**src/rtl/lifegen_pkg.sv**
```systemverilog
package lifegen_pkg;

  localparam int XW = 7;

  localparam int IN_DATA_W = 16;
  localparam int OUT_DATA_W = 40;
  localparam int ROW_W = 5;
  localparam int CELLS_W = 32;
  localparam int CFG_W = 6;

  localparam logic [CFG_W-1:0] SIZE_RESET = 6'd20;

  localparam logic REG_ROWS = 1'b0;
  localparam logic REG_COLS = 1'b1;

  localparam logic FUNC_SEED = 1'b0;
  localparam logic FUNC_STEP = 1'b1;

  localparam logic [1:0] STATUS_SET = 2'd0;
  localparam logic [1:0] STATUS_REJECT = 2'd1;
  localparam logic [1:0] STATUS_ROW = 2'd2;

  typedef enum logic [2:0] {
    ST_IDLE = 3'b001,
    ST_SEED = 3'b010,
    ST_STEP = 3'b100
  } state_t;

endpackage

```
**src/rtl/lifegen_ram.sv**
```systemverilog
module lifegen_ram #(
  parameter int WIDTH = 32,
  parameter int DEPTH = 32,
  localparam int AW = $clog2(DEPTH)
) (
  input  logic             clk,
  input  logic             we,
  input  logic [AW-1:0]    waddr,
  input  logic [WIDTH-1:0] wdata,
  input  logic             re,
  input  logic [AW-1:0]    raddr,
  output logic [WIDTH-1:0] rdata
);

  logic [WIDTH-1:0] mem [DEPTH];

  always_ff @(posedge clk) begin
    if (we) begin
      mem[waddr] <= wdata;
    end
    if (re) begin
      rdata <= mem[raddr];
    end
  end

endmodule

```
**src/rtl/lifegen_rule.sv**
```systemverilog
module lifegen_rule #(
  parameter int COLS = 32
) (
  input  logic [COLS-1:0] up,
  input  logic [COLS-1:0] cur,
  input  logic [COLS-1:0] dn,
  input  logic [COLS-1:0] mask,
  output logic [COLS-1:0] nxt
);

  for (genvar c = 0; c < COLS; c++) begin : g_cell
    logic l_up, l_cur, l_dn, r_up, r_cur, r_dn;
    logic [3:0] cnt;

    if (c > 0) begin : g_left
      assign {l_up, l_cur, l_dn} = {up[c-1], cur[c-1], dn[c-1]};
    end else begin : g_left_edge
      assign {l_up, l_cur, l_dn} = 3'b000;
    end

    if (c < COLS - 1) begin : g_right
      assign {r_up, r_cur, r_dn} = {up[c+1], cur[c+1], dn[c+1]};
    end else begin : g_right_edge
      assign {r_up, r_cur, r_dn} = 3'b000;
    end

    assign cnt = {3'b000, l_up} + {3'b000, l_cur} + {3'b000, l_dn}
               + {3'b000, up[c]} + {3'b000, dn[c]}
               + {3'b000, r_up} + {3'b000, r_cur} + {3'b000, r_dn};

    assign nxt[c] = mask[c] && ((cnt == 4'd3) || ((cnt == 4'd2) && cur[c]));
  end

endmodule

```
**src/rtl/life_automaton_generation_top.sv**
```systemverilog
// Channel   Direction  Signals                         Fields (lowest bit first)
// s_*       in         s_tvalid s_tready s_tdata       row[4:0] col[9:5]
//                      s_tuser                         func
// m_*       out        m_tvalid m_tready m_tdata       row_index[4:0] row_cells[36:5]
//                      m_tuser m_tlast                 status; last
// cfg_*     in         cfg_we cfg_index cfg_data       rows_in_use (0), cols_in_use (1)
//
// A seed transfer does one board memory read, then the write-back.
// A step transfer reads the board memory one row per cycle, holding while a result waits
// in the output register, and each new row is written back and emitted as it is made.
// Reset clears all per-row valid flags at once; there is no clearing pass.
// A result waits in the output register; a step holds its row sweep while it waits.
module life_automaton_generation_top
  import lifegen_pkg::*;
#(
  parameter int MAX_ROWS = 32,
  parameter int MAX_COLS = 32
) (
  input  logic                  clk,
  input  logic                  rst,
  input  logic                  s_tvalid,
  output logic                  s_tready,
  input  logic [IN_DATA_W-1:0]  s_tdata,   // row, col, zero padding
  input  logic                  s_tuser,   // func
  output logic                  m_tvalid,
  input  logic                  m_tready,
  output logic [OUT_DATA_W-1:0] m_tdata,   // row_index, row_cells, zero padding
  output logic [1:0]            m_tuser,   // status
  output logic                  m_tlast,
  input  logic                  cfg_we,
  input  logic                  cfg_index,
  input  logic [CFG_W-1:0]      cfg_data
);

  localparam int AW = $clog2(MAX_ROWS);
  localparam int VD = 2 ** AW;

  state_t state;
  logic [CFG_W-1:0] rows_reg, cols_reg;
  logic [XW-1:0] rows_eff, cols_eff;
  logic [MAX_COLS-1:0] col_mask;
  logic [VD-1:0] row_mask;

  logic [ROW_W-1:0] in_row, in_col;
  logic [XW-1:0] in_row_x;
  logic accept, slot_free;

  logic [ROW_W-1:0] seed_row, seed_col;
  logic [XW-1:0] seed_row_x;
  logic seed_reject, seed_go;

  logic [XW-1:0] n, nm2;
  logic step_adv, emit_step, step_last;

  logic rd_ok;
  logic ram_re, ram_we;
  logic [AW-1:0] ram_raddr, ram_waddr;
  logic [MAX_COLS-1:0] ram_rdata, ram_wdata;
  logic [MAX_COLS-1:0] rd_raw, rd_in, mid_row, dn_row, rule_out, seed_raw;

  logic [VD-1:0] vld, vld_next;

  logic [1:0] out_status;
  logic [ROW_W-1:0] out_index;
  logic [CELLS_W-1:0] out_cells;
  logic out_last;

  always_comb begin
    if (rows_reg == '0) begin
      rows_eff = XW'(1);
    end else if (XW'(rows_reg) > XW'(MAX_ROWS)) begin
      rows_eff = XW'(MAX_ROWS);
    end else begin
      rows_eff = XW'(rows_reg);
    end
    if (cols_reg == '0) begin
      cols_eff = XW'(1);
    end else if (XW'(cols_reg) > XW'(MAX_COLS)) begin
      cols_eff = XW'(MAX_COLS);
    end else begin
      cols_eff = XW'(cols_reg);
    end
  end

  always_comb begin
    for (int c = 0; c < MAX_COLS; c++) begin
      col_mask[c] = XW'(c) < cols_eff;
    end
    for (int r = 0; r < VD; r++) begin
      row_mask[r] = XW'(r) < rows_eff;
    end
  end

  assign in_row = s_tdata[4:0];
  assign in_col = s_tdata[9:5];
  assign in_row_x = XW'(in_row);
  assign seed_row_x = XW'(seed_row);

  assign s_tready = (state == ST_IDLE);
  assign accept = s_tvalid && s_tready;
  assign slot_free = !m_tvalid || m_tready;

  assign nm2 = n - XW'(2);
  assign step_adv = (state == ST_STEP) && ((n < XW'(2)) || slot_free);
  assign emit_step = step_adv && (n >= XW'(2));
  assign step_last = (n == rows_eff + XW'(1));
  assign seed_go = (state == ST_SEED) && slot_free;

  assign rd_raw = rd_ok ? ram_rdata : '0;
  assign rd_in = rd_raw & col_mask;
  assign seed_raw = rd_raw | ({{(MAX_COLS-1){1'b0}}, 1'b1} << seed_col);

  assign ram_re = accept || step_adv;
  assign ram_raddr = (state == ST_IDLE) ? in_row_x[AW-1:0] : n[AW-1:0];
  assign ram_we = emit_step || (seed_go && !seed_reject);
  assign ram_waddr = (state == ST_STEP) ? nm2[AW-1:0] : seed_row_x[AW-1:0];
  assign ram_wdata = (state == ST_STEP) ? rule_out : seed_raw;

  lifegen_ram #(
    .WIDTH(MAX_COLS),
    .DEPTH(MAX_ROWS)
  ) u_board (
    .clk  (clk),
    .we   (ram_we),
    .waddr(ram_waddr),
    .wdata(ram_wdata),
    .re   (ram_re),
    .raddr(ram_raddr),
    .rdata(ram_rdata)
  );

  lifegen_rule #(
    .COLS(MAX_COLS)
  ) u_rule (
    .up  (mid_row),
    .cur (dn_row),
    .dn  (rd_in),
    .mask(col_mask),
    .nxt (rule_out)
  );

  always_comb begin
    vld_next = vld;
    if (ram_we) begin
      vld_next[ram_waddr] = 1'b1;
    end
    if (emit_step && step_last) begin
      vld_next = vld_next & row_mask;
    end
  end

  always_ff @(posedge clk) begin
    if (rst) begin
      state <= ST_IDLE;
      rows_reg <= SIZE_RESET;
      cols_reg <= SIZE_RESET;
      vld <= '0;
      rd_ok <= 1'b0;
      m_tvalid <= 1'b0;
    end else begin
      vld <= vld_next;
      if (cfg_we) begin
        if (cfg_index == REG_ROWS) begin
          rows_reg <= cfg_data;
        end else begin
          cols_reg <= cfg_data;
        end
      end
      if (ram_re) begin
        if (state == ST_IDLE) begin
          rd_ok <= (s_tuser == FUNC_SEED) && vld[in_row_x[AW-1:0]];
        end else begin
          rd_ok <= (n < rows_eff) && vld[n[AW-1:0]];
        end
      end
      if (emit_step || seed_go) begin
        m_tvalid <= 1'b1;
      end else if (m_tready) begin
        m_tvalid <= 1'b0;
      end
      case (state)
        ST_IDLE: begin
          if (accept) begin
            state <= (s_tuser == FUNC_STEP) ? ST_STEP : ST_SEED;
          end
        end
        ST_SEED: begin
          if (seed_go) begin
            state <= ST_IDLE;
          end
        end
        ST_STEP: begin
          if (emit_step && step_last) begin
            state <= ST_IDLE;
          end
        end
        default: begin
          state <= ST_IDLE;
        end
      endcase
    end
  end

  always_ff @(posedge clk) begin
    if (accept) begin
      seed_row <= in_row;
      seed_col <= in_col;
      seed_reject <= (in_row_x >= rows_eff) || (XW'(in_col) >= cols_eff);
      n <= '0;
    end
    if (step_adv) begin
      n <= n + XW'(1);
      mid_row <= dn_row;
      dn_row <= rd_in;
    end
    if (emit_step) begin
      out_status <= STATUS_ROW;
      out_index <= nm2[ROW_W-1:0];
      out_cells <= CELLS_W'(rule_out);
      out_last <= step_last;
    end else if (seed_go) begin
      out_status <= seed_reject ? STATUS_REJECT : STATUS_SET;
      out_index <= seed_row;
      out_cells <= seed_reject ? '0 : CELLS_W'(seed_raw & col_mask);
      out_last <= 1'b1;
    end
  end

  assign m_tdata = {3'b000, out_cells, out_index};
  assign m_tuser = out_status;
  assign m_tlast = out_last;

endmodule

```
**config.mk**
```make
export PLATFORM = sky130hd
export DESIGN_NAME = life_automaton_generation_top
export DESIGN_NICKNAME = d
export VERILOG_FILES = /design/src/rtl/lifegen_pkg.sv /design/src/rtl/lifegen_ram.sv /design/src/rtl/lifegen_rule.sv /design/src/rtl/life_automaton_generation_top.sv
export SDC_FILE = /design/constraint.sdc
export NUM_CORES = 2
export LEC_CHECK = 0
export CAP_MARGIN = 40
export CORE_AREA = 2 2 354 356
export DETAILED_ROUTE_END_ITERATION = 12
export DIE_AREA = 0 0 356 358
export DONT_BUFFER_PORTS = 1
export GPL_TIMING_DRIVEN = 0
export HOLD_SLACK_MARGIN = 0.08
export PLACE_DENSITY = 0.61
export SLEW_MARGIN = 10
export SYNTH_ARGS = -nofsm -noshare
export SYNTH_HDL_FRONTEND = slang
export SYNTH_HIERARCHICAL = 1
export SYNTH_SLANG_ARGS = --single-unit
```
**constraint.sdc**
```tcl
create_clock -name clk -period 6.42 [get_ports clk]
set_clock_uncertainty 0.05 [all_clocks]
set_input_delay 0.321 -clock clk [delete_from_list [all_inputs] [get_ports clk]]
set_output_delay 0.321 -clock clk [all_outputs]
set_load 0.005 [all_outputs]
```
==> summary.txt <==
Critical path
  • Worst setup SP type: register
  • R2R depth: 18
  • Critical Path RT: between 6 and 7 ns
  • Worst reg2reg path endpoint: u_board/mem[21][3]$_DFFE_PP_
  • Reg2reg start: cols_reg[5]$_SDFFE_PP0P_
  • WS Path Type: reg -> reg
  • Worst Path Arrival: 6.24 ns
  • Reg2reg setup slack: approximately 0.57 ns
  • Worst setup EP type: register
  • Crit-path max FO: 32

Placed design
  • RePlAce Congestion: 1.06
  • IO buf count: 0
  • Placed cell area: approximately 59,000 sq um
  • Placed cells: 5,463
  • Post-DP HPWL: 105 mm

Power
  • Switching portion of total power: 26.1%
  • Internal Pwr Total: 14.1 mW
  • Fraction of power consumed by combinational cells: 13.8%
  • VDD IR max: 0.000309 V
  • Pleak: between 20 and 25 nW
  • Clock power share: 39.2%
  • Sequential share of power: ~47%
  • PwrDens: 299 nW/um^2
  • Net Sw Power: about 5.0 mW

Synth
  • Seq cells post-synth: 1,227
  • Ys flop type: edfxtp_1
  • Netlist cell types: 79
  • Avg Inst Size Synth: around 15 sq um
  • Share of the synthesized area in the top cell type: 63.7%
  • Most frequent cells after synthesis: edfxtp_1, mux2i_1, inv_1
  • Cells after synthesis: about 3,800
  • Post-synth ARST share: 0%
  • Count leader, synth: edfxtp_1
  • Area contributors post-synth: edfxtp_1, mux2i_1, fa_1, ha_1, a21oi_1
  • Number of synthesized flops with an enable pin: between 1,000 and 1,500
  • Area leader, netlist: edfxtp_1
  • Mapped Area: 55,400 sq um
  • Seq/Total Area, Yosys: between 60% and 70%
  • Yosys warnings: 6

CTS
  • CTS root buf: clkbuf_16
  • Clock slew at reported path FFs: 0.06 ns
  • Clk buf depth: 3
  • TritonCTS clock tree: done
  • Clock Sinks: about 1,200
  • Clock latency on the worst-skew pair: 0.77 ns
  • H-tree depth: 4
  • # resized after CTS: 0
  • TritonCTS Buffers: 132
  • Postcts setup bufs: 0

Global routing
  • Grt ovf: 0
  • Number of global-route vias before repair: ~33,000
  • Initial antenna violation count: 1
  • Maximum number of pins on one net before global-route repair: 38
  • GRT Overall Usage: 23.1%
  • First-pass GRT wire length: approximately 220 mm

Min path
  • Hold Startpoint: s_tdata[0]
  • WHS Path Cells: 1
  • Hold path endpoint: seed_row[0]$_DFFE_PP_
  • Worst hold path class: in -> reg

Finish
  • Layout cells sized above 1: around 12%
  • Diodes inserted: 0
  • Final net count: between 4,000 and 5,000
  • Synth-to-Final Area Change: 15.2%
  • Most flops, register: u_board/mem
  • Final Cell Area: 63,800 sq um
  • Number of flip-flops under the largest register name: between 1,000 and 1,500
  • # fillers: 10,200
  • Final std cells w/o fill: 5,735
  • Post-Route Utilization: 51.8%

STA
  • Fmax: 171 MHz
  • Worst-margin pin slew: 0.919 ns
  • Post-layout min period: ~6 ns
  • Final Hold Viols: 0
  • Setup TNS: 0 ns
  • Final slew viol count: 0
  • Unrepaired setup endpoints after global routing: false
  • Relative slew slack: 38.6%
  • Final worst path period share: between 90% and 100%
  • Final setup fails: 0

Routing
  • DR vias/cell: 5.74
  • Post-detailed-route count of antenna-violating nets: 0
  • DR vias: 32,900
  • Drt initial violations: 3,084
  • Routed WL: 147 mm
  • DR pass1 iterations: 8
  • DRC viols: 0
  • Avg WL per Cell: 25.6 um

Run
  • Max-cap violations: 0

Die
  • DIE AREA: 127,000 sq um
  • Die H: 358 um
  • Core Box Area: 123,000 sq um
  • Die W: 356 um
  • Ports: 74
  • # rows: approximately 130
  • Initial Utilization: 44.9%

Run status
  • Status: finished, final reports clean
-- power by group through the flow --
stage	logic (mW)	clock network, mW	registers (mW)
finish	2.64	7.49	8.99
global placement	2.46	0	9.17
CTS	2.61	7.62	8.99
floorplan	1.60	0	9.13
global route	2.80	7.92	8.99
detailed placement	2.58	0	9.16
-- worst max-delay path, stage by stage, from the launching register on --
cell	delay, ns
dfxtp_1	0.30
clkbuf_1	0.25
nor2_1	0.58
inv_1	0.24
nor2_1	0.21
inv_1	0.18
nor2_1	0.16
inv_1	0.12
and3_1	0.23
inv_1	0.17
fa_1	0.49
fa_1	0.50
inv_1	0.05
ha_1	0.20
fa_1	0.39
or2_2	0.28
a21oi_1	0.27
nor2_1	0.13
a21oi_4	0.69
-- cells in the final DEF, fill, tap and decap left out, types with 26 or more instances in the layout --
| cell type | instances |
|---|---|
| o21ai_0 | 28 |
| nand2_1 | 186 |
| nor2_1 | 88 |
| nor3_1 | 46 |
| clkbuf_16 | 136 |
| a31oi_1 | 40 |
| a21oi_1 | 217 |
| a22oi_1 | 110 |
| buf_4 | 40 |
| inv_1 | 261 |
| dlygate4sd3_1 | 28 |
| o211ai_1 | 26 |
| buf_12 | 43 |
| edfxtp_1 | 1176 |
| a21oi_4 | 28 |
| nand3_1 | 144 |
| dfxtp_1 | 51 |
| and3_1 | 30 |
| a211oi_1 | 26 |
| fa_1 | 124 |
| ha_1 | 113 |
| nor2_4 | 34 |
| a22o_1 | 68 |
| buf_2 | 48 |
| clkbuf_1 | 114 |
| mux2i_1 | 527 |
-- layer usage --
| layer | up-vias | wire length, um | GRT usage, % |
|---|---|---|---|
| met5 | - | 0 | 0 |
| li1 | 14700 | - | - |
| met1 | 16900 | 64500 | 32.0 |
| met4 | 0 | 4330 | 8.06 |
| met3 | 246 | 8850 | 3.72 |
| met2 | 1127 | 69100 | 37.2 |
-- final cells by class --
cell class | count | area, sq um | area share (%)
multi-input cells | 2075 | 17600 | 27.6
clock buffers | 170 | 3540 | 5.55
plain buffers | 193 | 1050 | 1.65
flip-flops and latches | 1227 | 36300 | 56.9
well taps | 1637 | 2050 | 3.21
clock inverters | 70 | 684 | 1.07
inverters | 263 | 990 | 1.55
repair buffers | 100 | 1580 | 2.47
-- cell families after synthesis --
| group | synth area share, % |
|---|---|
| fa+ha+maj | 7.03 |
| mux | 10.2 |
| simple gates | 5.73 |
| buf+inv | 3.68 |
| xor+xnor | 0.126 |
| flops | 65.6 |
| compound gates | 7.66 |
| other cells | 0.0136 |
-- metrics by stage --
stage / worst slack (ns) / power [mW] / hold WS [ns]
after floorplan: 1.23 / 10.7 / 0.370
after global placement: -0.932 / 11.6 / 0.370
after detailed placement: 0.723 / 11.7 / 0.370
after CTS: 0.669 / 19.2 / 0.102
after global routing: 0.226 / 19.7 / 0.134
final: 0.570 / 19.1 / 0.158
-- worst max path at each step --
stage / from / to / slack [ns] / cells past startpoint
finish: cols_reg[5]$_SDFFE_PP0P_ / u_board/mem[21][3]$_DFFE_PP_ / 0.57 / 18
global route: cols_reg[5]$_SDFFE_PP0P_ / u_board/mem[4][3]$_DFFE_PP_ / 0.23 / 18
CTS: cols_reg[5]$_SDFFE_PP0P_ / u_board/mem[3][3]$_DFFE_PP_ / 0.67 / 18
detailed placement: cols_reg[5]$_SDFFE_PP0P_ / u_board/mem[7][3]$_DFFE_PP_ / 0.72 / 18
global placement: cols_reg[5]$_SDFFE_PP0P_ / u_board/mem[2][6]$_DFFE_PP_ / -0.93 / 18
floorplan: cols_reg[5]$_SDFFE_PP0P_ / u_board/mem[0][2]$_DFFE_PP_ / 1.23 / 20
-- repair_timing --
item                                    4_1_cts  5_1_grt
endpoints found under the hold margin        62        0
endpoints found under the setup margin        0        0
hold buffers                                 28        0
No activity file was read; power rests on OpenSTA's default activity.
